**src/rtl/core/hcr_pkg.sv**
```systemverilog
package hcr_pkg;

   localparam int unsigned HEIGHT_W = 24;
   localparam int unsigned COLOR_W = 8;
   localparam int unsigned CHANNELS = 3;
   localparam int unsigned T_W = 16;
   localparam int unsigned SEG_X_W = 17;
   localparam int unsigned NUMER_W = 25;
   localparam int unsigned RECIP_W = 28;
   localparam int unsigned RECIP_SHIFT = 42;
   localparam int unsigned DIV_BITS_PER_STAGE = 2;
   localparam int unsigned BAND_COUNT_DEFAULT = 14;
   localparam int unsigned CSR_INDEX_W = 2;

   localparam int MIN_SPAN = 16;
   localparam logic [HEIGHT_W-1:0] MIN_HEIGHT_RESET = HEIGHT_W'(0);
   localparam logic [HEIGHT_W-1:0] MAX_HEIGHT_RESET = HEIGHT_W'(16384);

   // Normalized height: 16-bit fraction where all ones means exactly 1.0.
   localparam logic [T_W-1:0] T_ONE = 16'hFFFF;
   // First fraction value of the middle (0.40) and top (0.75) gradient segments.
   localparam logic [T_W-1:0] T_MID_START = 16'd26214;
   localparam logic [T_W-1:0] T_HIGH_START = 16'd49152;

   // Per-segment denominators after cancelling common factors.
   localparam int SEG_DIV_LOW = 26214;
   localparam int SEG_DIV_MID = 91749;
   localparam int SEG_DIV_HIGH = 65535;

   // Rounded-up reciprocals; exact floor for every numerator that can occur.
   localparam longint RECIP_ONE = longint'(1) << RECIP_SHIFT;
   localparam logic [RECIP_W-1:0] RECIP_LOW =
      RECIP_W'((RECIP_ONE + SEG_DIV_LOW - 1) / SEG_DIV_LOW);
   localparam logic [RECIP_W-1:0] RECIP_MID =
      RECIP_W'((RECIP_ONE + SEG_DIV_MID - 1) / SEG_DIV_MID);
   localparam logic [RECIP_W-1:0] RECIP_HIGH =
      RECIP_W'((RECIP_ONE + SEG_DIV_HIGH - 1) / SEG_DIV_HIGH);

   localparam int STOP_COLOR [4][3] = '{
      '{20, 40, 90},
      '{40, 120, 60},
      '{140, 110, 70},
      '{235, 235, 235}
   };

   typedef enum logic [1:0] {
      SEG_LOW,
      SEG_MID,
      SEG_HIGH
   } seg_type;

   typedef enum logic [CSR_INDEX_W-1:0] {
      CSR_MIN_HEIGHT,
      CSR_MAX_HEIGHT,
      CSR_CONTOUR_MODE
   } csr_index_type;

   typedef logic [CHANNELS-1:0][NUMER_W-1:0] numer_type;
   typedef logic [CHANNELS-1:0][COLOR_W-1:0] color_type;

   typedef struct packed {
      seg_type   seg;
      numer_type numer;
   } lerp_req_type;

   // Numerator a*D + (b - a)*x of one channel inside one gradient segment.
   function automatic logic [NUMER_W-1:0] seg_numer(seg_type seg, int ch,
                                                    logic [SEG_X_W-1:0] x);
      int s;
      int div;
      int base;
      int slope;
      int v;
      case (seg)
         SEG_LOW: begin
            s = 0;
            div = SEG_DIV_LOW;
         end
         SEG_MID: begin
            s = 1;
            div = SEG_DIV_MID;
         end
         default: begin
            s = 2;
            div = SEG_DIV_HIGH;
         end
      endcase
      base = STOP_COLOR[s][ch] * div;
      slope = STOP_COLOR[s + 1][ch] - STOP_COLOR[s][ch];
      v = base + slope * int'(x);
      return NUMER_W'(v);
   endfunction

   function automatic logic [RECIP_W-1:0] seg_recip(seg_type seg);
      logic [RECIP_W-1:0] m;
      case (seg)
         SEG_LOW: m = RECIP_LOW;
         SEG_MID: m = RECIP_MID;
         default: m = RECIP_HIGH;
      endcase
      return m;
   endfunction

endpackage

```
**src/rtl/core/hcr_lerp.sv**
```systemverilog
module hcr_lerp (
   input  logic                  clock,
   input  logic                  reset,
   input  logic                  in_valid,
   output logic                  in_ready,
   input  hcr_pkg::lerp_req_type in_req,
   output logic                  out_valid,
   input  logic                  out_ready,
   output hcr_pkg::color_type    out_color
);
   import hcr_pkg::*;

   localparam int unsigned MUL_W = NUMER_W + RECIP_W;
   localparam int unsigned QUOT_W = MUL_W - RECIP_SHIFT;
   localparam logic [QUOT_W-1:0] COLOR_MAX = QUOT_W'({COLOR_W{1'b1}});

   logic                  vm_ff;
   logic [QUOT_W-1:0]     quot_ff [CHANNELS];
   logic                  vo_ff;
   color_type             color_ff;

   logic                  rdm;
   logic                  rdo;
   logic [MUL_W-1:0]      mul [CHANNELS];
   logic [RECIP_W-1:0]    recip;
   color_type             color_in;

   assign rdo = out_ready || !vo_ff;
   assign rdm = !vm_ff || rdo;
   assign in_ready = rdm;

   // Multiplying by the rounded-up reciprocal gives the floor of numerator / divisor.
   always_comb begin
      recip = seg_recip(in_req.seg);
      for (int c = 0; c < CHANNELS; c++) begin
         mul[c] = MUL_W'(in_req.numer[c]) * MUL_W'(recip);
      end
   end

   always_comb begin
      for (int c = 0; c < CHANNELS; c++) begin
         color_in[c] = (quot_ff[c] > COLOR_MAX) ? {COLOR_W{1'b1}} : quot_ff[c][COLOR_W-1:0];
      end
   end

   always_ff @(posedge clock) begin
      if (reset) begin
         vm_ff <= 1'b0;
         vo_ff <= 1'b0;
      end else begin
         if (rdm) vm_ff <= in_valid;
         if (rdo) vo_ff <= vm_ff;
      end
   end

   always_ff @(posedge clock) begin
      if (rdm) begin
         for (int c = 0; c < CHANNELS; c++) begin
            quot_ff[c] <= mul[c][MUL_W-1:RECIP_SHIFT];
         end
      end
      if (rdo) color_ff <= color_in;
   end

   assign out_valid = vo_ff;
   assign out_color = color_ff;

endmodule

```
**config.mk**
```make
export PLATFORM = sky130hd
export DESIGN_NAME = hcr_lerp
export DESIGN_NICKNAME = d
export VERILOG_FILES = /design/src/rtl/core/hcr_pkg.sv /design/src/rtl/core/hcr_lerp.sv
export SDC_FILE = /design/constraint.sdc
export NUM_CORES = 2
export LEC_CHECK = 0
export ABC_AREA = 1
export CAP_MARGIN = 20
export CORE_UTILIZATION = 45
export CTS_BUF_LIST = sky130_fd_sc_hd__clkbuf_4
export DETAILED_ROUTE_END_ITERATION = 7
export DONT_BUFFER_PORTS = 1
export SETUP_SLACK_MARGIN = 0.1
export SLEW_MARGIN = 20
export SYNTH_ARGS = -nofsm -noshare
export SYNTH_HDL_FRONTEND = slang
export SYNTH_SLANG_ARGS = --single-unit
```
**constraint.sdc**
```tcl
create_clock -name clock -period 9.9 [get_ports clock]
set_input_delay 1.98 -clock clock [delete_from_list [all_inputs] [get_ports clock]]
set_output_delay 1.98 -clock clock [all_outputs]
set_load 0.01 [all_outputs]
```
After elaboration in Yosys (flattened, before gate mapping):

Memories as Yosys holds them, arrays and structs flattened.
Cells that the tools add are included.
Widths: inputs -> output; s select.

* flip-flop bits (word level): 26
* bits in writable memories: 33
* bits of input ports: 81
* output and inout port bits: 26
* word-level logic and storage cells: 21
* memories kept: 1

* $mul: 3
* magnitude comparators: 3
* equal/unequal tests: 1
* multiplexer cells: 3
* reductions and logical operators: 5

Memory list
* quot_ff: depth 3, width 11, rd ports 3, clocked after Yosys merged registers in 0, write ports 3, RTL line hcr_lerp.sv:18 `logic [QUOT_W-1:0] quot_ff [CHANNELS];`

Operator list (number)
* $mul 25x28->53: 3
* $pmux 28 s2: 1
* $gt 11x8->1 const B: 3
* $eq 2x1->1 const B: 1
* $logic_not 1->1: 2
* $logic_not 2->1: 1
* $logic_or 1x1->1: 2
* $mux 1: 2

Logic depth before layout (Yosys ltp):

* depth in word-level cells: 5
* mapped depth: 35
* depth with buffers taken out: 31

Least setup slack after synthesis:

OpenSTA, ideal clock, no wires.

* path type: input to register
* from: input in_req[76] (netlist name)
* to: memory quot_ff[0][15] (netlist name), data pin
* library setup time: 253 ps
* data arrival time: 8141 ps
* required time: 9647 ps
* path slack: 1506 ps
* stages on the path: 32
* path buffers: 4
* cell sequence: buf_6 > inv_2 > buf_6 > nand2_2 > buf_2 > buf_2 > nor2_1 > inv_1 > fa_1 > inv_1 > fa_1 > inv_1 > fa_1 > inv_1 > fa_1 > inv_1 > fa_1 > inv_1 > fa_1 > inv_1 > fa_1 > inv_1 > ha_1 > nand2_1 > nor2_1 > nand2_1 > nor2_1 > nand3_1 > nor2_1 > nand2_1 > nand4_1 > nand2_1

RTL lines
* start: declaration: RTL line hcr_lerp.sv:6 `input hcr_pkg::lerp_req_type in_req,`
* end: declaration: RTL line hcr_lerp.sv:18

==> out/metrics.yaml <==
global_routing:
  track_usage: 0.274
  grt_pass1_vias: 38200
  antenna_found_initial: 8
  grt_pass1_wl_microns: 223000
  overflow: 0
  grt_max_degree: 117
floorplanning:
  core_sq_um: 107000
  die_x_microns: 331
  die_h_microns: 331
  design.die.area_sq_um: 110000
  rows: 120
  pin_count: 107
  start_util: 0.455
placement:
  portBuffers: 0
  dpl.hpwl_microns: 131000
  gp_congestion: 0.973
setup_path:
  reg2reg_depth: 2
  crit_required_ns: 10.31
  cp-end-kind: "flop"
  crit_path_frequent_cell: "inv_1"
  slowest_delay_ns: 0.55
  critical_path_arrival_ns: 8.96
  r2r_end: "quot_ff[0][5]"
  reg2reg_from: "out_valid"
  crit_slowest_cell: "fa_1"
  path_class: "in -> reg"
  critPathMaxFanout: 116
  r2r_slack_ns: 8.15
  startpoint_type: "input port"
yosys:
  syn_avg_cell_area_sq_um: 8.38
  yosys.area.top_type_share: 0.428
  yosysTopAreaCell: "fa_1"
  netlist_area_sq_um: 48700
  synth_area_leaders: "fa_1 (43%), ha_1 (22%), inv_1 (16%)"
  yosysSeqAreaShare: 0.0359
  yosys_warnings: 0
  ys_ff_latch: 59
  syn_inst: 5813
  synth_cell_types: 35
clock_network:
  holdBufCountCts: 0
  cts-root-buf: "clkbuf_4"
  clockBufferDepth: 2
  cts_made_buffers: 9
  post_cts_buffers: 0
  cts_htree_levels: 3
  path_clk_slew_ns: 0.15
  ctsResizeCount: 0
  clk_latency_ns: 0.70
  cts_tree: "yes"
  cts_sinks: 59
timing:
  tightest_slew_ns: 1.06
  finalCritPeriodShare: 0.864
  rsz0062_at_grt: "false"
  max-slew-margin-rel: 0.291
  finalSetupViolations: 0
  slew_violations: 0
  hold_viol: 0
  max_freq_mhz: 117
  fin_crit_ns: 8.55
  fin_tns_setup_ns: 0
  skew_ns: 0.0823
routing:
  first_pass_iters: 6
  drt-initial-drc-count: 2464
  dr.max_layer_used: "met5"
  via_count: 35500
  met3WireLength_microns: 10100
  drc: 0
  wire_per_inst_microns: 19.6
  detail-route-antenna-nets: 0
  routedLengthMet1_microns: 62600
  dr_wl_met2_microns: 66100
  drt_wl_total_microns: 142000
  vias_per_cell: 4.90
power:
  p_leak_nw: 29.3
  pwr-share-clk: 0.018
  switchingPower_mw: 8.52
  seqPwrFrac: 0.038
  swShare: 0.632
  power.internal_mw: 4.95
  power_frac_comb: 0.944
  peakVddDrop_mv: 0.249
  p_per_area_nw_per_um2: 265
outcome:
  status: "finished, final reports clean"
run:
  max-cap-violations: 0
worst_hold_path:
  hold_end: "out_valid"
  min_from: "vm_ff"
  hold_path.class: "reg -> reg"
  holdPathStages: 2
finish:
  fin_util: 0.474
  drive_gt1_frac: 0.0127
  mostFrequentLayoutCell: "inv_1"
  nets: 7818
  most-common-layout-cells: "inv_1 (2018), fa_1 (1041), ha_1 (858), nand2_1 (818), nor2_1 (424)"
  synthToLayoutAreaGrowth_pct: 4.33
area by class of cell:
class | count | area [sq um]
Clock buffer | 11 | 82.6
Multi-Input combinational cell | 3707 | 39300
Clock inverter | 5 | 53.8
Antenna cell | 6 | 15.0
Timing Repair Buffer | 40 | 313
Fill cell | 10800 | 56400
Tap cell | 1403 | 1760
Inverter | 2021 | 7590
Sequential cell | 59 | 1750
state kept, by name, summed over array words and instances, names as in the netlist:
signal     cells
quot_ff       33
out_color     24
out_valid      1
vm_ff          1
synthesized netlist by cell type:
cell,instances
nand2_4,1
a21boi_0,6
xnor2_1,10
dfxtp_1,2
clkbuf_1,37
buf_6,2
nor2_4,1
conb_1,2
nand2_1,819
nor2_2,6
xor2_1,2
nor4_1,4
clkinv_1,1
or2_2,4
buf_1,2
nand2_2,1
buf_2,7
edfxtp_1,57
ha_1,858
nor3_2,1
inv_1,2018
a21oi_1,182
o21ai_0,99
and3_1,4
nand4_1,40
nor3_1,45
inv_2,2
a21o_1,7
fa_1,1041
nor2_1,424
and2_1,4
o21a_1,3
o21bai_1,20
nand3b_1,3
nand3_1,98
cells by family (layout without fill, tap and decap cells):
logic type	Yosys count	in the layout	share of synthesized area
AOI/OAI and AO/OA	317	317	0.0344
xor gates and xnor gates	12	12	0.00216
adders and majority gates	1899	1899	0.648
buffers and inverters	2069	2077	0.160
DFF	59	59	0.0359
other	2	30	0.000154
and+or+nand+nor	1455	1455	0.120
how the worst max path moves through the flow:
| stage | slack, ns | endpoint | cells past startpoint | startpoint |
|---|---|---|---|---|
| after CTS | 1.48 | quot_ff[0][3] | 29 | in_req[76] |
| after floorplan | 1.51 | quot_ff[0][15] | 32 | in_req[76] |
| after global routing | 0.99 | quot_ff[0][3] | 29 | in_req[76] |
| after detailed placement | 0.77 | quot_ff[0][24] | 23 | in_req[76] |
| after global placement | 0.87 | quot_ff[0][24] | 23 | in_req[76] |
| final | 1.35 | quot_ff[0][3] | 29 | in_req[76] |
per-stage QoR:
| step | worst slack (ns) | total power [mW] | cells | hold slack, ns | area [sq um] |
|---|---|---|---|---|---|
| final | 1.35 | 13.5 | 7252 | 0.469 | 50800 |
| after global routing | 0.993 | 15.4 | 7249 | 0.506 | 50800 |
| after CTS | 1.48 | 13.6 | 7245 | 0.477 | 50800 |
| after detailed placement | 0.769 | 13.2 | 7229 | 0.455 | 50700 |
| after global placement | 0.868 | 13.2 | 7229 | 0.443 | 50700 |
| after floorplan | 1.51 | 9.46 | 5835 | 0.424 | 48800 |
critical path: cells and delay by family:
| family | cells | cell delay, ns |
|---|---|---|
| fa+ha+maj | 8 | 3.85 |
| buf+inv | 11 | 1.22 |
| simple gates | 10 | 1.79 |
routing by layer:
| metal | GRT usage | up-vias |
|---|---|---|
| met5 | 0 | - |
| met4 | 0.0592 | 2 |
| met3 | 0.0491 | 147 |
| met2 | 0.447 | 1013 |
| met1 | 0.378 | 17400 |
| li1 | - | 17000 |
power groups by stage:
stage          clock network, mW  logic (mW)  registers, mW
3_5_place_dp                   0        12.6          0.522
3_3_place_gp                   0        12.7          0.526
5_1_grt                    0.258        14.6          0.532
4_1_cts                    0.253        12.8          0.519
2_1_floorplan                  0        8.95          0.503
6_report                   0.243        12.7          0.517
Power figures use the tool's default switching activity.
