[src/rtl/core/hcr_pkg.sv]
package hcr_pkg;

   localparam int unsigned HEIGHT_W = 24;
   localparam int unsigned COLOR_W = 8;
   localparam int unsigned CHANNELS = 3;
   localparam int unsigned T_W = 16;
   localparam int unsigned SEG_X_W = 17;
   localparam int unsigned NUMER_W = 25;
   localparam int unsigned RECIP_W = 28;
   localparam int unsigned RECIP_SHIFT = 42;
   localparam int unsigned DIV_BITS_PER_STAGE = 2;
   localparam int unsigned BAND_COUNT_DEFAULT = 14;
   localparam int unsigned CSR_INDEX_W = 2;

   localparam int MIN_SPAN = 16;
   localparam logic [HEIGHT_W-1:0] MIN_HEIGHT_RESET = HEIGHT_W'(0);
   localparam logic [HEIGHT_W-1:0] MAX_HEIGHT_RESET = HEIGHT_W'(16384);

   // Normalized height: 16-bit fraction where all ones means exactly 1.0.
   localparam logic [T_W-1:0] T_ONE = 16'hFFFF;
   // First fraction value of the middle (0.40) and top (0.75) gradient segments.
   localparam logic [T_W-1:0] T_MID_START = 16'd26214;
   localparam logic [T_W-1:0] T_HIGH_START = 16'd49152;

   // Per-segment denominators after cancelling common factors.
   localparam int SEG_DIV_LOW = 26214;
   localparam int SEG_DIV_MID = 91749;
   localparam int SEG_DIV_HIGH = 65535;

   // Rounded-up reciprocals; exact floor for every numerator that can occur.
   localparam longint RECIP_ONE = longint'(1) << RECIP_SHIFT;
   localparam logic [RECIP_W-1:0] RECIP_LOW =
      RECIP_W'((RECIP_ONE + SEG_DIV_LOW - 1) / SEG_DIV_LOW);
   localparam logic [RECIP_W-1:0] RECIP_MID =
      RECIP_W'((RECIP_ONE + SEG_DIV_MID - 1) / SEG_DIV_MID);
   localparam logic [RECIP_W-1:0] RECIP_HIGH =
      RECIP_W'((RECIP_ONE + SEG_DIV_HIGH - 1) / SEG_DIV_HIGH);

   localparam int STOP_COLOR [4][3] = '{
      '{20, 40, 90},
      '{40, 120, 60},
      '{140, 110, 70},
      '{235, 235, 235}
   };

   typedef enum logic [1:0] {
      SEG_LOW,
      SEG_MID,
      SEG_HIGH
   } seg_type;

   typedef enum logic [CSR_INDEX_W-1:0] {
      CSR_MIN_HEIGHT,
      CSR_MAX_HEIGHT,
      CSR_CONTOUR_MODE
   } csr_index_type;

   typedef logic [CHANNELS-1:0][NUMER_W-1:0] numer_type;
   typedef logic [CHANNELS-1:0][COLOR_W-1:0] color_type;

   typedef struct packed {
      seg_type   seg;
      numer_type numer;
   } lerp_req_type;

   // Numerator a*D + (b - a)*x of one channel inside one gradient segment.
   function automatic logic [NUMER_W-1:0] seg_numer(seg_type seg, int ch,
                                                    logic [SEG_X_W-1:0] x);
      int s;
      int div;
      int base;
      int slope;
      int v;
      case (seg)
         SEG_LOW: begin
            s = 0;
            div = SEG_DIV_LOW;
         end
         SEG_MID: begin
            s = 1;
            div = SEG_DIV_MID;
         end
         default: begin
            s = 2;
            div = SEG_DIV_HIGH;
         end
      endcase
      base = STOP_COLOR[s][ch] * div;
      slope = STOP_COLOR[s + 1][ch] - STOP_COLOR[s][ch];
      v = base + slope * int'(x);
      return NUMER_W'(v);
   endfunction

   function automatic logic [RECIP_W-1:0] seg_recip(seg_type seg);
      logic [RECIP_W-1:0] m;
      case (seg)
         SEG_LOW: m = RECIP_LOW;
         SEG_MID: m = RECIP_MID;
         default: m = RECIP_HIGH;
      endcase
      return m;
   endfunction

endpackage

[src/rtl/core/hcr_norm.sv]
module hcr_norm (
   input  logic                                 clock,
   input  logic                                 reset,
   input  logic                                 in_valid,
   output logic                                 in_ready,
   input  logic signed [hcr_pkg::HEIGHT_W-1:0]  in_height,
   input  logic signed [hcr_pkg::HEIGHT_W-1:0]  cfg_min,
   input  logic signed [hcr_pkg::HEIGHT_W-1:0]  cfg_max,
   output logic                                 out_valid,
   input  logic                                 out_ready,
   output logic [hcr_pkg::T_W-1:0]              out_t
);
   import hcr_pkg::*;

   localparam int unsigned DIV_STAGES = T_W / DIV_BITS_PER_STAGE;
   localparam int unsigned WIDE_W = HEIGHT_W + 1;
   localparam int unsigned DIVIDEND_W = HEIGHT_W + T_W;
   localparam logic signed [WIDE_W-1:0] MIN_SPAN_W = WIDE_W'(MIN_SPAN);

   logic                        va_ff;
   logic signed [HEIGHT_W-1:0]  h_ff;
   logic                        vb_ff;
   logic [HEIGHT_W-1:0]         n_ff;
   logic                        lo_ff;
   logic                        hi_ff;
   logic [HEIGHT_W-1:0]         span_ff;

   // Stage 0 of these arrays forms the dividend; the others each retire
   // DIV_BITS_PER_STAGE quotient bits, shifted into the low word.
   logic [DIV_STAGES:0]         vd_ff;
   logic [HEIGHT_W-1:0]         drem_ff [DIV_STAGES+1];
   logic [T_W-1:0]              dlow_ff [DIV_STAGES+1];
   logic                        dlo_ff [DIV_STAGES+1];
   logic                        dhi_ff [DIV_STAGES+1];
   logic [HEIGHT_W-1:0]         drem_in [DIV_STAGES+1];
   logic [T_W-1:0]              dlow_in [DIV_STAGES+1];
   logic                        dlo_in [DIV_STAGES+1];
   logic                        dhi_in [DIV_STAGES+1];

   logic [DIV_STAGES:0]         rd;
   logic                        rda;
   logic                        rdb;

   logic signed [WIDE_W-1:0]    diff;
   logic signed [WIDE_W-1:0]    n_wide;
   logic [HEIGHT_W-1:0]         span_in;
   logic                        lo_in;
   logic                        hi_in;
   logic [DIVIDEND_W-1:0]       dividend;

   always_comb begin
      rd[DIV_STAGES] = out_ready || !vd_ff[DIV_STAGES];
      for (int k = DIV_STAGES - 1; k >= 0; k--) begin
         rd[k] = !vd_ff[k] || rd[k + 1];
      end
      rdb = !vb_ff || rd[0];
      rda = !va_ff || rdb;
   end

   assign in_ready = rda;

   always_comb begin
      diff = WIDE_W'(cfg_max) - WIDE_W'(cfg_min);
      span_in = (diff < MIN_SPAN_W) ? HEIGHT_W'(MIN_SPAN) : diff[HEIGHT_W-1:0];
      n_wide = WIDE_W'(h_ff) - WIDE_W'(cfg_min);
      lo_in = n_wide[WIDE_W-1] || (n_wide == '0);
      hi_in = !lo_in && (n_wide[HEIGHT_W-1:0] >= span_in);
   end

   // n * 65535 as n * 65536 - n.
   assign dividend = {n_ff, {T_W{1'b0}}} - {{T_W{1'b0}}, n_ff};

   always_comb begin
      logic [HEIGHT_W-1:0] r;
      logic [T_W-1:0]      l;
      logic [HEIGHT_W:0]   trial;
      drem_in[0] = dividend[DIVIDEND_W-1:T_W];
      dlow_in[0] = dividend[T_W-1:0];
      dlo_in[0] = lo_ff;
      dhi_in[0] = hi_ff;
      for (int k = 1; k <= DIV_STAGES; k++) begin
         r = drem_ff[k - 1];
         l = dlow_ff[k - 1];
         for (int j = 0; j < DIV_BITS_PER_STAGE; j++) begin
            trial = {r, l[T_W-1]};
            if (trial >= {1'b0, span_ff}) begin
               trial = trial - {1'b0, span_ff};
               l = {l[T_W-2:0], 1'b1};
            end else begin
               l = {l[T_W-2:0], 1'b0};
            end
            r = trial[HEIGHT_W-1:0];
         end
         drem_in[k] = r;
         dlow_in[k] = l;
         dlo_in[k] = dlo_ff[k - 1];
         dhi_in[k] = dhi_ff[k - 1];
      end
   end

   always_ff @(posedge clock) begin
      if (reset) begin
         va_ff <= 1'b0;
         vb_ff <= 1'b0;
         vd_ff <= '0;
      end else begin
         if (rda) va_ff <= in_valid;
         if (rdb) vb_ff <= va_ff;
         if (rd[0]) vd_ff[0] <= vb_ff;
         for (int k = 1; k <= DIV_STAGES; k++) begin
            if (rd[k]) vd_ff[k] <= vd_ff[k - 1];
         end
      end
   end

   always_ff @(posedge clock) begin
      span_ff <= span_in;
      if (rda) h_ff <= in_height;
      if (rdb) begin
         n_ff <= n_wide[HEIGHT_W-1:0];
         lo_ff <= lo_in;
         hi_ff <= hi_in;
      end
      for (int k = 0; k <= DIV_STAGES; k++) begin
         if (rd[k]) begin
            drem_ff[k] <= drem_in[k];
            dlow_ff[k] <= dlow_in[k];
            dlo_ff[k] <= dlo_in[k];
            dhi_ff[k] <= dhi_in[k];
         end
      end
   end

   assign out_valid = vd_ff[DIV_STAGES];
   assign out_t = dlo_ff[DIV_STAGES] ? '0 :
                  dhi_ff[DIV_STAGES] ? T_ONE : dlow_ff[DIV_STAGES];

endmodule

[config.mk]
export PLATFORM = sky130hd
export DESIGN_NAME = hcr_norm
export DESIGN_NICKNAME = d
export VERILOG_FILES = /design/src/rtl/core/hcr_pkg.sv /design/src/rtl/core/hcr_norm.sv
export SDC_FILE = /design/constraint.sdc
export NUM_CORES = 2
export LEC_CHECK = 0
export BUFFER_PORTS_ARGS = -buffer_cell sky130_fd_sc_hd__buf_4
export CORE_MARGIN = 8
export CORE_UTILIZATION = 40
export CTS_CLUSTER_SIZE = 25
export DETAILED_ROUTE_END_ITERATION = 12
export PLACE_DENSITY = 0.6
export SYNTH_ARGS = -nofsm -noshare
export SYNTH_HDL_FRONTEND = slang
export SYNTH_SLANG_ARGS = --single-unit
[constraint.sdc]
create_clock -name clock -period 8.05 [get_ports clock]
set_input_delay 0.805 -clock clock [delete_from_list [all_inputs] [get_ports clock]]
set_output_delay 0.805 -clock clock [all_outputs]
set_load 0.1 [all_outputs]
* After elaboration in Yosys (flattened, before gate mapping)
Memories as Yosys holds them, arrays and structs flattened.
Cells that the tools add are included.
** Cells by class
- Reductions and logical operators :: 26
- Magnitude comparators :: 18
- Add/sub/neg operators :: 19
- Muxes and demuxes :: 53
** Operators with widths (number)
- 24-bit 2-to-1 mux :: 17
- 25-bit by 24-bit greater-or-equal comparator with 1-bit output :: 16
- 24-bit subtractor :: 16
- 24-bit by 24-bit subtractor with 25-bit output :: 2
- 40-bit by 24-bit subtractor with 40-bit output :: 1
- 1-bit 2-to-1 mux :: 34
- 16-bit 2-to-1 mux :: 2
- 25-bit zero test :: 1
- 25-bit by 6-bit less-than comparator with 1-bit output (second input constant) :: 1
- 24-bit greater-or-equal comparator :: 1
- 1-bit zero test :: 12
- 1-bit logical OR :: 12
- 1-bit logical AND :: 1
** Storage, ports and cells
- Word-level logic and storage cells :: 136
- Memory bits (writable) :: 378
- Flip-flop bits (word level) :: 85
- Output and inout bits :: 18
- Memories kept :: 4
** Memory list
- drem_ff :: depth 9, width 24, rd ports 8, clocked after memory_dff 0, wr ports 9, RTL line hcr_norm.sv:31 : logic [HEIGHT_W-1:0] drem_ff [DIV_STAGES+1];
- dlow_ff :: depth 9, width 16, rd ports 9, clocked after memory_dff 0, wr ports 9, RTL line hcr_norm.sv:32 : logic [T_W-1:0] dlow_ff [DIV_STAGES+1];
- dhi_ff :: depth 9, width 1, rd ports 9, clocked after memory_dff 0, wr ports 9, RTL line hcr_norm.sv:34 : logic dhi_ff [DIV_STAGES+1];
- dlo_ff :: depth 9, width 1, rd ports 9, clocked after memory_dff 0, wr ports 9, RTL line hcr_norm.sv:33 : logic dlo_ff [DIV_STAGES+1];

* Logic depth before layout (Yosys ltp)
- Depth after elaboration :: 12
- Mapped depth :: 28
- Gate-level depth less buffers :: 25

* Worst setup path before layout
Ideal clock, no wire load.
- Path kind :: flip-flop to flip-flop
- Start :: register span_ff[1]
- End :: memory drem_ff[7][17], in the netlist drem_ff[0][185], data pin
- Arrival time :: 6903 ps
- Setup slack :: 887 ps
- Library setup time :: 260 ps
- Stages on the path, launching flop included :: 28
- Cells stage by stage :: dfxtp_1 -> inv_1 -> ha_1 -> nor2b_1 -> o31a_1 -> or3_1 -> a41o_1 -> a311oi_2 -> a21oi_1 -> a221o_1 -> a31oi_4 -> buf_2 -> nor2_1 -> a21oi_1 -> inv_1 -> ha_1 -> nor2b_1 -> o21a_1 -> o21ai_0 -> a21oi_1 -> o21ai_0 -> a31o_2 -> a21oi_1 -> a31oi_1 -> o21ai_0 -> a21oi_4 -> buf_4 -> mux2_2
** RTL lines
- start, declared :: RTL line hcr_norm.sv:26 : logic [HEIGHT_W-1:0] span_ff;
- start signal, assigned :: RTL line hcr_norm.sv:117 : span_ff <= span_in;
- end, declared :: RTL line hcr_norm.sv:31

==> metrics.md <==
| Metric | Value |
|---|---|
| TritonCTS Buffers | 52 |
| Fillcell total | 9262 |
| H-tree depth | 2 |
| Syn_nets | 4627 |
| FP Rows | 114 |
| Sequential Area | 12800 µm² |
| Final WS setup | 0.521 ns |
| Max-cap viol count | 0 |
| Die Span Y | 326 µm |
| First-pass GRT wire length | 171000 µm |
| PostCTS Resize Cnt | 0 |
| Final min period | 7.53 ns |
| Worst Hold Slack | 0.344 ns |
| ANT nets after route | 0 |
| Starting DRC count in detailed routing | 2393 |
| Critical Path RT | 8.45 ns |
| Main synth FF type | edfxtp_1 |
| Final setup violation count | 0 |
| Post-Route M1 WL | 50000 µm |
| # diodes | 0 |
| Outcome | finished, final reports clean |
| Worst setup skew after layout | 0.0625 ns |
| Routed via count | 31.3k |
| CORE AREA | 96100 µm² |
| WL met3 | 5590 µm |
| Asr flop ratio synth | 0% |
| Ys Warns | 0 |
| Residual overflow from global routing | 0 |
| Tot GR Track Use | 20.1% |
| Fin util | 44.6% |
| Syn Inst Count | 4069 |
| Clk sinks | 439 |
| GPL Wtd Cong | 0.932 |
| Nets | 4785 |
| Worst Setup Slack post-DPL | 0.594 ns |
| Most frequent cells in the layout | 465 x ha_1, 404 x edfxtp_1, 361 x a21oi_1 |
| Die Span X | 326 µm |
| Post-synth EDFFs | 404 |
| Syn Area/Cell | 9.47 µm² |
| Initial DRT Pass Iterations | 5 |
| Critical path class | flop to flop |
| #FFs+latches synth | 439 |
| Boundary Pins | 94 |
| Achievable clock frequency | 133 MHz |
| Critical path launch point type | flop |
| Max Used Layer | met4 |
| Syn Std Cell Area | 38500 µm² |
| Post-DP HPWL | 87800 µm |
| CP max FO | 24 |
| Most common cell after layout, fill and taps aside | ha_1 |
| Tcrit/Tclk final | 93.5% |
| Final-report hold violation count | 0 |
| TritonCTS clock tree | built |
| Total Wirelength | 112000 µm |
| Multi-input gate area | 24500 µm² |
| Crit path DAT | 7.92 ns |
| DR vias/cell | 5.64 |
| Actual slew at the worst max-slew pin | 1.13 ns |
| Cts hold-fix bufs | 0 |
| Initial Util | 40.1% |
| Pins Over Slew Limit | 0 |
| Root buffer cell | clkbuf_16 |
| Hold WC Path Type | primary input to flop |
| Drt wl/cell | 20.2 µm |
| Setup slack, reg-to-reg | 0.52 ns |
| Initial antenna violation count | 2 |
| Worst skew pair latency | 0.65 ns |
| Max-slew headroom | 24.7% |
| Clk slew on worst S/H paths | 0.06 ns |
| Post-CTS Setup Inserts | 0 |
| Total length of routed met2 wires | 52800 µm |
| Layout cells sized above 1 | 11.7% |
| TNS Setup | 0 ns |
| Buffers on Ports | 93 |
| Post-synthesis sequential area ratio | 33.3% |
| Area of the die | 107000 µm² |
| DR DRC count | 0 |
| Synth-to-layout area growth | 11.3% |
| Synth unique cells | 98 |
| CP Capture Type | flop |
| Vias in the first global route | 29.9k |
| Pin count of the biggest net entering global routing | 45 |
| RSZ-0062 raised after global routing | false |
| Longest Clk Path Bufs | 3 |
## metal layers
layer | global-route usage [%] | vias to the layer above
met4 | 6.13 | 0
met2 | 34.1 | 798
met3 | 2.44 | 166
met1 | 26.8 | 14823
li1 | - | 15506
met5 | 0 | -
## final timing paths
check | startpoint | end | depth (start not counted)
worst max register to register | span_ff[3] | drem_ff[0][185] | 25
worst min register to register | dlow_ff[0][90] | dlow_ff[0][108] | 0
worst min-delay path | in_height[0] | h_ff[0] | 1
worst max-delay path | span_ff[3] | drem_ff[0][185] | 25
## cell usage after synthesis (18+ instances only)
library cell | count | area, µm²
a21oi_1 | 361 | 1810
o31ai_1 | 22 | 165
nand3_1 | 68 | 340
and2_1 | 22 | 138
or3_1 | 27 | 169
buf_2 | 19 | 95.1
clkbuf_1 | 37 | 139
a31oi_1 | 26 | 163
nor4_1 | 21 | 131
dfxtp_1 | 35 | 701
xor2_1 | 101 | 885
mux2_1 | 24 | 270
edfxtp_1 | 404 | 12100
or2_2 | 18 | 113
nand2b_1 | 56 | 350
ha_1 | 465 | 5820
nand4_1 | 62 | 388
nand2_1 | 284 | 1070
xnor2_1 | 243 | 2130
o21ai_0 | 265 | 1330
and3_1 | 32 | 200
nor2b_1 | 61 | 382
a21o_1 | 147 | 1100
nor2_1 | 326 | 1220
nor3_1 | 80 | 400
o211ai_1 | 23 | 173
o21bai_1 | 42 | 315
inv_1 | 238 | 893
mux2i_1 | 30 | 300
a211oi_1 | 33 | 248
mux2_2 | 184 | 2070
o21a_1 | 59 | 443
## worst max-delay path: stages, from the launching register on
cell      delay (ns)
dfxtp_1         0.30
inv_1           0.44
ha_1            0.38
o21a_1          0.13
o31a_1          0.13
or3_1           0.38
a41o_1          0.31
a311oi_2        0.28
a21oi_1         0.15
a221o_1         0.42
a31oi_4         0.37
nor2_1          0.07
a21oi_1         0.27
inv_1           0.08
ha_1            0.29
nor2b_1         0.14
o21a_1          0.17
o21ai_0         0.30
a21oi_1         0.15
o21ai_0         0.32
a31o_2          0.22
a21oi_1         0.09
a31oi_1         0.37
o21ai_0         0.29
a21oi_4         0.78
mux2_2          0.42
## cell type report
class	instances	area share (%)
multi-input cells	3325	57.2
flip-flops and latches	439	29.9
well taps	1276	3.72
clock buffers	57	3.08
repair buffers	169	2.99
inverters	240	2.10
clock inverters	41	0.986
## through the flow
step / area [µm²] / std cells
after floorplan: 38500 / 4069
after global placement: 41200 / 5449
after detailed placement: 41200 / 5449
after CTS: 42900 / 5547
after global routing: 42900 / 5547
final: 42900 / 5547
## flip-flops by register name (all words and copies together) (netlist names)
name / cells
dhi_ff: 9
vb_ff: 1
h_ff: 24
dlow_ff: 144
n_ff: 24
span_ff: 24
vd_ff: 9
drem_ff: 192
hi_ff: 1
dlo_ff: 9
va_ff: 1
lo_ff: 1
## cell families after synthesis
family / after synthesis / synth area share, %
AO/OA/AOI/OAI: 1154 / 19.1
AND/OR/NAND/NOR: 1105 / 13.8
adder cells (fa/ha/maj): 482 / 16.0
flip-flops: 439 / 33.3
XOR/XNOR: 344 / 7.82
buffers and inverters: 305 / 3.10
multiplexers: 240 / 6.94
Power is left out: the tool's default activity adds up to more than one toggle a clock period on the data nets, which glitch-free logic cannot reach.
