## config.mk

```make
export PLATFORM = sky130hd
export DESIGN_NAME = hcr_ramp
export DESIGN_NICKNAME = d
export VERILOG_FILES = /design/src/rtl/core/hcr_pkg.sv /design/src/rtl/core/hcr_ramp.sv
export SDC_FILE = /design/constraint.sdc
export NUM_CORES = 1
export LEC_CHECK = 0
export ABC_AREA = 0
export BUFFER_PORTS_ARGS = -buffer_cell sky130_fd_sc_hd__buf_2
export CORE_MARGIN = 1
export CORE_UTILIZATION = 60
export DETAILED_ROUTE_END_ITERATION = 16
export HOLD_SLACK_MARGIN = 0.02
export PLACE_DENSITY = 0.83
export SKIP_LAST_GASP = 1
export SYNTH_ARGS = -nofsm -noshare
export SYNTH_HDL_FRONTEND = slang
export SYNTH_SLANG_ARGS = --single-unit
```

## constraint.sdc

```tcl
create_clock -name clock -period 9.6 [get_ports clock]
set_input_delay 0.48 -clock clock [delete_from_list [all_inputs] [get_ports clock]]
set_output_delay 0.48 -clock clock [all_outputs]
set_load 0.01 [all_outputs]
```

## src/rtl/core/hcr_pkg.sv

```systemverilog
package hcr_pkg;

   localparam int unsigned HEIGHT_W = 24;
   localparam int unsigned COLOR_W = 8;
   localparam int unsigned CHANNELS = 3;
   localparam int unsigned T_W = 16;
   localparam int unsigned SEG_X_W = 17;
   localparam int unsigned NUMER_W = 25;
   localparam int unsigned RECIP_W = 28;
   localparam int unsigned RECIP_SHIFT = 42;
   localparam int unsigned DIV_BITS_PER_STAGE = 2;
   localparam int unsigned BAND_COUNT_DEFAULT = 14;
   localparam int unsigned CSR_INDEX_W = 2;

   localparam int MIN_SPAN = 16;
   localparam logic [HEIGHT_W-1:0] MIN_HEIGHT_RESET = HEIGHT_W'(0);
   localparam logic [HEIGHT_W-1:0] MAX_HEIGHT_RESET = HEIGHT_W'(16384);

   // Normalized height: 16-bit fraction where all ones means exactly 1.0.
   localparam logic [T_W-1:0] T_ONE = 16'hFFFF;
   // First fraction value of the middle (0.40) and top (0.75) gradient segments.
   localparam logic [T_W-1:0] T_MID_START = 16'd26214;
   localparam logic [T_W-1:0] T_HIGH_START = 16'd49152;

   // Per-segment denominators after cancelling common factors.
   localparam int SEG_DIV_LOW = 26214;
   localparam int SEG_DIV_MID = 91749;
   localparam int SEG_DIV_HIGH = 65535;

   // Rounded-up reciprocals; exact floor for every numerator that can occur.
   localparam longint RECIP_ONE = longint'(1) << RECIP_SHIFT;
   localparam logic [RECIP_W-1:0] RECIP_LOW =
      RECIP_W'((RECIP_ONE + SEG_DIV_LOW - 1) / SEG_DIV_LOW);
   localparam logic [RECIP_W-1:0] RECIP_MID =
      RECIP_W'((RECIP_ONE + SEG_DIV_MID - 1) / SEG_DIV_MID);
   localparam logic [RECIP_W-1:0] RECIP_HIGH =
      RECIP_W'((RECIP_ONE + SEG_DIV_HIGH - 1) / SEG_DIV_HIGH);

   localparam int STOP_COLOR [4][3] = '{
      '{20, 40, 90},
      '{40, 120, 60},
      '{140, 110, 70},
      '{235, 235, 235}
   };

   typedef enum logic [1:0] {
      SEG_LOW,
      SEG_MID,
      SEG_HIGH
   } seg_type;

   typedef enum logic [CSR_INDEX_W-1:0] {
      CSR_MIN_HEIGHT,
      CSR_MAX_HEIGHT,
      CSR_CONTOUR_MODE
   } csr_index_type;

   typedef logic [CHANNELS-1:0][NUMER_W-1:0] numer_type;
   typedef logic [CHANNELS-1:0][COLOR_W-1:0] color_type;

   typedef struct packed {
      seg_type   seg;
      numer_type numer;
   } lerp_req_type;

   // Numerator a*D + (b - a)*x of one channel inside one gradient segment.
   function automatic logic [NUMER_W-1:0] seg_numer(seg_type seg, int ch,
                                                    logic [SEG_X_W-1:0] x);
      int s;
      int div;
      int base;
      int slope;
      int v;
      case (seg)
         SEG_LOW: begin
            s = 0;
            div = SEG_DIV_LOW;
         end
         SEG_MID: begin
            s = 1;
            div = SEG_DIV_MID;
         end
         default: begin
            s = 2;
            div = SEG_DIV_HIGH;
         end
      endcase
      base = STOP_COLOR[s][ch] * div;
      slope = STOP_COLOR[s + 1][ch] - STOP_COLOR[s][ch];
      v = base + slope * int'(x);
      return NUMER_W'(v);
   endfunction

   function automatic logic [RECIP_W-1:0] seg_recip(seg_type seg);
      logic [RECIP_W-1:0] m;
      case (seg)
         SEG_LOW: m = RECIP_LOW;
         SEG_MID: m = RECIP_MID;
         default: m = RECIP_HIGH;
      endcase
      return m;
   endfunction

endpackage

```

## src/rtl/core/hcr_ramp.sv

```systemverilog
module hcr_ramp #(
   parameter int unsigned BAND_COUNT = hcr_pkg::BAND_COUNT_DEFAULT
) (
   input  logic                  clock,
   input  logic                  reset,
   input  logic                  in_valid,
   output logic                  in_ready,
   input  logic [hcr_pkg::T_W-1:0] in_t,
   input  logic                  contour_mode,
   output logic                  out_valid,
   input  logic                  out_ready,
   output hcr_pkg::lerp_req_type out_req
);
   import hcr_pkg::*;

   localparam int unsigned BAND_W = $clog2(BAND_COUNT + 1);
   localparam int unsigned PROD_W = T_W + BAND_W;

   logic                 vp_ff;
   logic [T_W-1:0]       tp_ff;
   logic [PROD_W-1:0]    prod_ff;
   logic                 vq_ff;
   logic [T_W-1:0]       tq_ff;
   logic                 vr_ff;
   seg_type              seg_ff;
   logic [SEG_X_W-1:0]   x_ff;
   logic                 vs_ff;
   lerp_req_type         req_ff;

   logic                 rdp;
   logic                 rdq;
   logic                 rdr;
   logic                 rds;

   logic [T_W-1:0]       band_lut [BAND_COUNT+1];
   logic [BAND_W-1:0]    band_lo;
   logic [T_W:0]         band_rem;
   logic [BAND_W-1:0]    band;
   logic [T_W-1:0]       tq_in;
   seg_type              seg_in;
   logic [SEG_X_W-1:0]   x_in;
   lerp_req_type         req_in;

   for (genvar b = 0; b <= BAND_COUNT; b++) begin : g_band_lut
      assign band_lut[b] = T_W'((b * int'(T_ONE)) / BAND_COUNT);
   end

   assign rds = out_ready || !vs_ff;
   assign rdr = !vr_ff || rds;
   assign rdq = !vq_ff || rdr;
   assign rdp = !vp_ff || rdq;
   assign in_ready = rdp;

   // Division by 65535: x = q*65535 + (low + q), and low + q stays below 2*65535.
   always_comb begin
      band_lo = prod_ff[PROD_W-1:T_W];
      band_rem = {1'b0, prod_ff[T_W-1:0]} + (T_W + 1)'(band_lo);
      band = (band_rem >= {1'b0, T_ONE}) ? band_lo + 1'b1 : band_lo;
      tq_in = contour_mode ? band_lut[band] : tp_ff;
   end

   always_comb begin
      if (tq_ff < T_MID_START) begin
         seg_in = SEG_LOW;
         x_in = SEG_X_W'(tq_ff);
      end else if (tq_ff < T_HIGH_START) begin
         seg_in = SEG_MID;
         x_in = SEG_X_W'({tq_ff - T_MID_START, 2'b00});
      end else begin
         seg_in = SEG_HIGH;
         x_in = SEG_X_W'({tq_ff - T_HIGH_START, 2'b11});
      end
   end

   always_comb begin
      req_in.seg = seg_ff;
      for (int c = 0; c < CHANNELS; c++) begin
         req_in.numer[c] = seg_numer(seg_ff, c, x_ff);
      end
   end

   always_ff @(posedge clock) begin
      if (reset) begin
         vp_ff <= 1'b0;
         vq_ff <= 1'b0;
         vr_ff <= 1'b0;
         vs_ff <= 1'b0;
      end else begin
         if (rdp) vp_ff <= in_valid;
         if (rdq) vq_ff <= vp_ff;
         if (rdr) vr_ff <= vq_ff;
         if (rds) vs_ff <= vr_ff;
      end
   end

   always_ff @(posedge clock) begin
      if (rdp) begin
         tp_ff <= in_t;
         prod_ff <= PROD_W'(in_t) * PROD_W'(BAND_COUNT);
      end
      if (rdq) tq_ff <= tq_in;
      if (rdr) begin
         seg_ff <= seg_in;
         x_ff <= x_in;
      end
      if (rds) req_ff <= req_in;
   end

   assign out_valid = vs_ff;
   assign out_req = req_ff;

endmodule

```

== Yosys cells after proc, flatten, opt, wreduce, memory -nomap -nowiden ==
Memory sizes are Yosys's and may differ from the RTL's.
Index checks and enable logic that the tools add are counted.

* Register bits: 151
* ROM bits: 256
* Input port bits: 21
* Output and inout bits: 79
* Logic and storage cells: 67
* Memories kept: 1

* $add $sub $neg: 11
* $mul: 7
* Magnitude comparators: 6
* Eq/ne operators: 1
* Muxes and demuxes: 15
* Bitwise operators: 3
* Reduce and logical (&&, ||, !) cells: 9

{| class="wikitable"
|+ Memory list
! name !! words !! bits a word !! read ports !! clocked after Yosys merged registers in !! write ports !! RTL line !! text
|-
| (no name shown) || 16 || 16 || 1 || 0 || 0 || hcr_ramp.sv:59 || <nowiki>tq_in = contour_mode ? band_lut[band] : tp_ff;</nowiki>
|}

{| class="wikitable"
|+ Operators by type and width
! cell !! count
|-
| $bmux W96 S2 || 2
|-
| $mux W96 || 4
|-
| $mul A32 B18 Y25 || 6
|-
| $sub A32 B32 Y32 || 3
|-
| $add A25 B25 Y25 || 3
|-
| $ge A32 B3 Y1 const B || 2
|-
| $mux W16 || 4
|-
| $not A32 Y32 || 2
|-
| $pmux W17 S2 || 1
|-
| $add A32 B2 Y32 const B || 1
|-
| $sub A15 B15 Y15 const B || 2
|-
| $mul A16 B3 Y19 const B || 1
|-
| $add A16 B4 Y17 || 1
|-
| $ge A17 B16 Y1 const B || 1
|-
| $mux W17 || 1
|-
| $lt A16 B15 Y1 const B || 1
|-
| $lt A16 B16 Y1 const B || 1
|-
| $ge A5 B5 Y1 const B || 1
|-
| $not A4 Y5 || 1
|-
| $add A4 B1 Y4 const B || 1
|-
| $logic_not A1 Y1 || 4
|-
| $logic_or A1 B1 Y1 || 4
|-
| $mux W4 || 1
|-
| $pmux W2 S2 || 1
|-
| other kinds (3) || 3
|}

== Logic depth before layout (Yosys ltp) ==
Gate-level depths: netlist of run 1.

* Depth after elaboration: 10
* Gate-level depth with buffers: 33
* Gate-level depth less buffers: 30

== Worst setup path before layout of run 1 ==
No wires, ideal clock.

* Path kind: register to register
* From: reg seg_ff[0]
* To: reg req_ff (netlist bit out_req[24]), data pin
* Setup time: 0.260 ns
* Data arrival time: 8.730 ns
* Required time: 9.340 ns
* Setup slack: 0.610 ns
* Stages on the path, launching flop included: 31
* Path buffers: 3
* Period minus slack after synthesis: 8.990 ns
* Cells stage by stage: edfxtp_1 > or2_2 > clkbuf_1 > clkbuf_1 > ha_1 > clkbuf_1 > nand2_1 > inv_1 > nand2_1 > inv_1 > fa_1 > inv_1 > fa_1 > fa_1 > inv_1 > fa_1 > fa_1 > fa_1 > inv_1 > fa_1 > inv_1 > fa_1 > ha_1 > nand3_2 > a2111oi_4 > a2111oi_4 > a211oi_2 > a41oi_2 > o211ai_2 > a21oi_2 > xnor2_1

{| class="wikitable"
|+ RTL lines
! element !! RTL line !! text
|-
| from (decl) || hcr_ramp.sv:25 || <nowiki>seg_type seg_ff;</nowiki>
|-
| from (signal assigned) || hcr_ramp.sv:103 || <nowiki>seg_ff <= seg_in;</nowiki>
|-
| to (signal assigned) || hcr_ramp.sv:106 || <nowiki>if (rds) req_ff <= req_in;</nowiki>
|-
| to (decl) || hcr_ramp.sv:28 || <nowiki>lerp_req_type req_ff;</nowiki>
|}

==> summary.txt, run 1 <==
Floorplan
  – Core area: ~54,000 sq um
  – Die width: roughly 240 um
  – Initial Util: 60.8%
  – Row count: between 80 and 90
  – Die area: between 50,000 and 60,000 sq um
  – Ports: 100
  – Die height: between 200 and 250 um

Placement
  – Placement Cell Area: 34,200 sq um
  – Post-detail-place hpwl: between 60,000 and 70,000 um
  – Port Buffers: slightly below 100
  – Place WS: between 0.8 and 0.9 ns
  – Gpl congestion: between 1 and 1.5

Clock tree
  – Worst-path clk slew: approximately 0.070 ns
  – Setup Fix Bufs, Post-CTS: 0
  – Max clock buf depth: 2
  – CTS root buf: clkbuf_16
  – Num CTS Buffers: 17
  – Cts hold-fix bufs: 0
  – CTS tree: yes
  – CTS Sinks: ~150
  – H-tree depth: 4
  – Post-CTS Resized: 0
  – Worst-skew pair later-pin latency: about 0.49 ns

Synthesis
  – Share of the synthesized area in the top cell type: between 40% and 50%
  – Largest area contributor in the netlist: fa_1
  – Post-Syn Instances: between 3k and 4k
  – Post-synthesis sequential area ratio: a little over an eighth
  – Post-synth EDFFs: 144
  – Synth top area cells: fa_1, ha_1, edfxtp_1
  – Avg Cell Area, Syn: 10.4 sq um
  – Ys async rst share: 0%
  – Synth Flop Type: edfxtp_1
  – YS warnings: 0
  – Yosys cell types: just under 70
  – Mapped cell area: 32,800 sq um
  – Seq cells post-synth: between 100 and 150

Global route
  – Overall routing resource usage: between 30% and 40%
  – Initial antenna violation count: 1
  – Grt total ovfl: 0
  – First-pass GRT wire length: ~130,000 um
  – Vias in the first global route: around 24k
  – Largest net degree at the start of global routing: 76

STA
  – Final hold vios: 0
  – Final period utilization: ~93%
  – Max Clock Freq: 112 MHz
  – RSZ-0062 raised after global routing: no
  – Final setup vio count: 0
  – Final Skew: around 0.021 ns
  – Fin worst setup slack: approximately 0.69 ns
  – Post-route minimum period: 8.91 ns
  – Slew HR: 27.5%
  – Total negative slack: 0 ns
  – Max Transition Viols Final: 0
  – Tightest Pin Transition: around 1.1 ns

Drt
  – WL final: between 80,000 and 90,000 um
  – Initial DRC count: 1,632
  – Avg WL per Cell: 20.7 um
  – Vias: ~22k
  – DRC errors left: 0
  – DR pass1 iterations: 6
  – Vias per cell: roughly 5.5
  – Final ANT Viol Nets: 0

Worst setup path
  – Crit Path Class: reg -> reg
  – Crit Path Max Fanout: 29
  – Worst Setup Start Kind: flop
  – Crit. End Element: flop
  – Critical Path RT: roughly 10 ns
  – Critical Path AT: 9.13 ns

Layout
  – Design area: 34,800 sq um
  – # nets final: approximately 4.4k
  – Ratio of cells with drive above 1 in the final layout: around 5.7%
  – Final-layout fill cell count: slightly above 4k
  – Antenna cells: 0
  – P&R area growth vs syn: 6.15%

Flow run
  – Max Cap Viol: 0

Worst hold path
  – Worst hold path class: in -> reg

Run status
  – Status: complete, no violations
layout by cell type (no fill, tap or decap), types with 13 or more instances in the layout:
cell       synthesis  layout
nand3_1           22      22
conb_1             2      15
o21a_1            25      25
inv_1           1023    1022
o21ai_0           30      30
nand2_1          155     155
nor3_1            25      25
nor2_1           121     120
xor2_1            26      26
edfxtp_1         144     144
ha_1             354     354
nand2b_1          14      13
clkbuf_16          0      17
buf_2              2      99
and2_1            45      45
fa_1             749     749
buf_4              2      27
xnor2_1          131     131
a21o_1            16      16
a21oi_1           64      64
nor2b_1           24      24
kinds of logic (layout without fill, tap and decap cells):
kind of cell | count (synthesis) | after routing | share of synthesized area, %
compound gates | 213 | 213 | 4.55
xor+xnor | 157 | 157 | 4.19
fa+ha+maj | 1103 | 1103 | 59.2
buf+inv | 1085 | 1183 | 12.4
flops | 148 | 148 | 13.4
mux | 2 | 2 | 0.0610
other cells | 2 | 15 | 0.0229
simple gates | 436 | 436 | 6.10
Yosys cell counts, types with 6 or more instances:
master,n
a21oi_1,64
edfxtp_1,144
o21ai_0,30
nand2b_1,14
ha_1,354
xor2_1,26
and3_1,6
nand3_1,22
fa_1,749
nor3_1,25
inv_1,1023
o21ai_1,7
o21a_1,25
a211oi_1,8
clkbuf_1,56
a21o_1,16
nor2b_1,24
nand2_1,155
and2_1,45
nor2_1,121
xnor2_1,131
o21bai_1,7
o211ai_1,8
stage by stage:
| stage | std cells | utilization, % | hold slack, ns |
|---|---|---|---|
| 3_3_place_gp | 3921 | 63.4 | 0.435 |
| 5_1_grt | 3953 | 64.6 | 0.199 |
| 6_report | 3953 | 64.6 | 0.206 |
| 3_5_place_dp | 3921 | 63.4 | 0.456 |
| 2_1_floorplan | 3159 | - | 0.429 |
| 4_1_cts | 3953 | 64.6 | 0.184 |
metal layers:
| layer | track usage, % | share of wire (%) | vias to the layer above |
|---|---|---|---|
| li1 | - | - | 9456 |
| met1 | 40.1 | 37 | 10978 |
| met2 | 54.2 | 50 | 955 |
| met3 | 6.55 | 8.7 | 214 |
| met4 | 12.0 | 4.1 | 2 |
| met5 | 0 | 0.017 | - |
area by class of cell:
| cell class | count | area [sq um] | area share [%] |
|---|---|---|---|
| inverter | 1025 | 3850 | 11.1 |
| clock buffer | 17 | 425 | 1.22 |
| tap | 696 | 871 | 2.50 |
| multi-input combinational | 1926 | 24400 | 70.0 |
| timing repair buffer | 126 | 698 | 2.00 |
| sequential | 148 | 4400 | 12.6 |
| clock inverter | 15 | 199 | 0.571 |
critical path, stage by stage, from the launching register on:
cell and delay, ns:
edfxtp_1 0.43, nand2b_2 0.46, inv_2 0.63, nand2_1 0.31, inv_1 0.46, fa_1 0.59, fa_1 0.51, inv_1 0.05
fa_1 0.50, inv_1 0.05, fa_1 0.49, fa_1 0.57, fa_1 0.42, fa_1 0.50, inv_1 0.05, fa_1 0.47
inv_1 0.04, ha_1 0.37, nand3_1 0.11, a211oi_1 0.66, nor3_1 0.18, o31ai_1 0.42, a21o_1 0.18, a21oi_1 0.07
xnor2_1 0.12
path summary, 6_finish.rpt:
kind	end	depth (start not counted)	from	slack, ns
max reg2reg	out_req[49]$_DFFE_PP_	24	seg_ff[1]$_SDFFCE_PP0P_	0.69
max	out_req[49]$_DFFE_PP_	24	seg_ff[1]$_SDFFCE_PP0P_	0.69
min reg2reg	vr_ff$_SDFFE_PP0P_	2	vq_ff$_SDFFE_PP0P_	0.47
min	vq_ff$_SDFFE_PP0P_	2	reset	0.21
flip-flops by register name, summed over array words and instances (netlist names):
| signal | cells |
|---|---|
| vp_ff | 1 |
| vr_ff | 1 |
| tq_ff | 16 |
| tp_ff | 16 |
| x_ff | 17 |
| out_valid | 1 |
| prod_ff | 18 |
| seg_ff | 2 |
| vq_ff | 1 |
| out_req | 75 |
Power of run 1 is left out: the tool's default activity adds up to more than one toggle a clock period on the data nets, which glitch-free logic cannot reach.
==> inputs of run 2 (changes only) <==
--- a/config.mk
+++ b/config.mk
@@ -7,8 +7,10 @@
 export LEC_CHECK = 0
 export ABC_AREA = 0
 export BUFFER_PORTS_ARGS = -buffer_cell sky130_fd_sc_hd__buf_2
+export CELL_PAD_IN_SITES_DETAIL_PLACEMENT = 1
+export CELL_PAD_IN_SITES_GLOBAL_PLACEMENT = 1
 export CORE_MARGIN = 1
-export CORE_UTILIZATION = 60
+export CORE_UTILIZATION = 48
 export DETAILED_ROUTE_END_ITERATION = 16
 export HOLD_SLACK_MARGIN = 0.02
 export PLACE_DENSITY = 0.83
==> constraint.sdc (replaced) <==
create_clock -name clock -period 7.3 [get_ports clock]
set_input_delay 0.365 -clock clock [delete_from_list [all_inputs] [get_ports clock]]
set_output_delay 0.365 -clock clock [all_outputs]
set_load 0.01 [all_outputs]
==> summary.txt, run 2 (synthesized netlist as in run 1, its figures left out) <==
Run status
  – Status: finished, violations left (was complete, no violations)
  – Violated checks: negative setup slack

STA
  – Tightest Pin Transition: 0.946 ns (was 1.09 ns)
  – Final Skew: 0.0209 ns (was 0.0207 ns)
  – Final hold vios: 0 (unchanged)
  – Final period utilization: 113% (was 92.8%)
  – Final setup vio count: 31 (was 0)
  – Slew HR: 36.9% (was 27.5%)
  – Max Transition Viols Final: 0 (unchanged)
  – Max Clock Freq: 122 MHz (was 112 MHz)
  – Post-route minimum period: 8.23 ns (was 8.91 ns)
  – RSZ-0062 raised after global routing: yes (was no)
  – Fin worst setup slack: -0.929 ns (was 0.692 ns)

Drt
  – Vias: 25.8k (was 21.6k)
  – Final ANT Viol Nets: 0 (unchanged)
  – WL final: 128,000 um (was 82,000 um)
  – Vias per cell: 5.60 (was 5.47)
  – DR pass1 iterations: 6 (unchanged)
  – Initial DRC count: 1,737 (was 1,632)
  – DRC errors left: 0 (unchanged)
  – Avg WL per Cell: 27.8 um (was 20.7 um)

Global route
  – Initial antenna violation count: 1 (unchanged)
  – Overall routing resource usage: 34.0% (was 31.8%)
  – Vias in the first global route: 29.7k (was 24.0k)
  – First-pass GRT wire length: 173,000 um (was 131,000 um)
  – Largest net degree at the start of global routing: 58 (was 76)
  – Grt total ovfl: 0 (unchanged)

Placement
  – Gpl congestion: 1.01 (was 1.03)
  – Post-detail-place hpwl: 92,900 um (was 70,000 um)
  – Port Buffers: 99 (unchanged)
  – Place WS: -0.569 ns (was 0.808 ns)

Flow run
  – Max Cap Viol: 0 (unchanged)

Worst setup path
  – Worst path slowest cell: fa_1 (was a211oi_1)
  – CP most frequent cell: fa_1 (unchanged)
  – Critical Path AT: 8.58 ns (was 9.13 ns)
  – Crit Path Max Fanout: 8 (was 29)
  – CP startpoint: seg_ff[1]$_SDFFCE_PP0P_ (unchanged)
  – Worst Setup Start Kind: flop (unchanged)
  – Crit Path Class: reg -> reg (unchanged)
  – CP peak stage delay: 0.69 ns (was 0.66 ns)
  – Critical Path RT: 7.65 ns (was 9.82 ns)
  – FF-to-FF Start: seg_ff[1]$_SDFFCE_PP0P_ (unchanged)
  – Crit. End Element: flop (unchanged)

Layout
  – Largest register FFs: 75 (unchanged)
  – P&R area growth vs syn: 22.2% (was 6.15%)
  – # nets final: 4,847 (was 4,368)
  – Commonest non-fill, non-tap cells in the layout: inv_1, fa_1, buf_4 (was inv_1, fa_1, ha_1)
  – Ratio of cells with drive above 1 in the final layout: 24.8% (was 5.68%)
  – Commonest non-fill, non-tap cell in the layout: inv_1 (unchanged)

Clock tree
  – Worst-path clk slew: 0.08 ns (was 0.07 ns)
  – Max clock buf depth: 2 (unchanged)
  – CTS tree: yes (unchanged)
  – Num CTS Buffers: 17 (unchanged)
  – H-tree depth: 4 (unchanged)
  – CTS root buf: clkbuf_16 (unchanged)
  – Worst-skew pair later-pin latency: 0.52 ns (was 0.49 ns)
  – CTS Sinks: 148 (unchanged)

Floorplan
  – Row count: 95 (was 85)
  – Initial Util: 48.7% (was 60.8%)
  – Die width: 263 um (was 236 um)
  – Ports: 100 (unchanged)
  – Die area: 69,400 sq um (was 55,600 sq um)
  – Die height: 263 um (was 236 um)
  – Core area: 67,400 sq um (was 53,900 sq um)

Worst hold path
  – Worst hold path class: in -> reg (unchanged)
  – Hold_sp: reset (unchanged)
run 2: through the flow:
stage	utilization [%]	instance area, sq um	setup TNS, ns	hold WS [ns]	std cells
floorplan	-	33200	-3.44	0.429	3159
global placement	56.1	37800	-3.07	0.442	4504
detailed placement	56.1	37800	-8.33	0.489	4504
CTS	58.1	39200	-2.91	0.0685	4572
global route	59.5	40100	-15.87	0.103	4609
finish	59.5	40100	-13.24	0.0921	4610
run 2: worst max-delay path: cells and delay by family (launching register included):
| family | cells | cell delay, ns |
|---|---|---|
| compound gates | 5 | 0.86 |
| fa+ha+maj | 10 | 4.71 |
| simple gates | 5 | 0.65 |
| flops | 1 | 0.44 |
| buf+inv | 10 | 1.39 |
run 2: what timing repair did:
item                                    CTS  global route
hold buffers                              0             0
setup buffers                            37            38
endpoints found under the setup margin   29            36
pin swaps                                57           152
gates resized for setup                 137           176
gates cloned                              1             0
run 2: routing by layer:
metal  track usage [%]  share of wire, %
met5             0.347            0.0078
met4              23.1               9.3
met3              6.35               8.6
met2              60.1                49
met1              36.9                33
run 2: worst paths after layout:
check	endpoint	slack [ns]	cells after the start
worst min register to register	vr_ff$_SDFFE_PP0P_	0.51	2
worst min-delay path	vq_ff$_SDFFE_PP0P_	0.09	2
worst max-delay path	out_req[22]$_DFFE_PP_	-0.93	30
worst max register to register	out_req[22]$_DFFE_PP_	-0.93	30
run 2: layout make-up:
cell class,count,area [sq um]
multi-input cells,1926,25500
clock inverters,14,129
repair buffers,605,4630
flip-flops and latches,148,4400
diodes,1,2.50
inverters,1025,3900
fillers,7207,27300
clock buffers,18,429
well taps,873,1090
Power of run 2 is left out for the same reason.
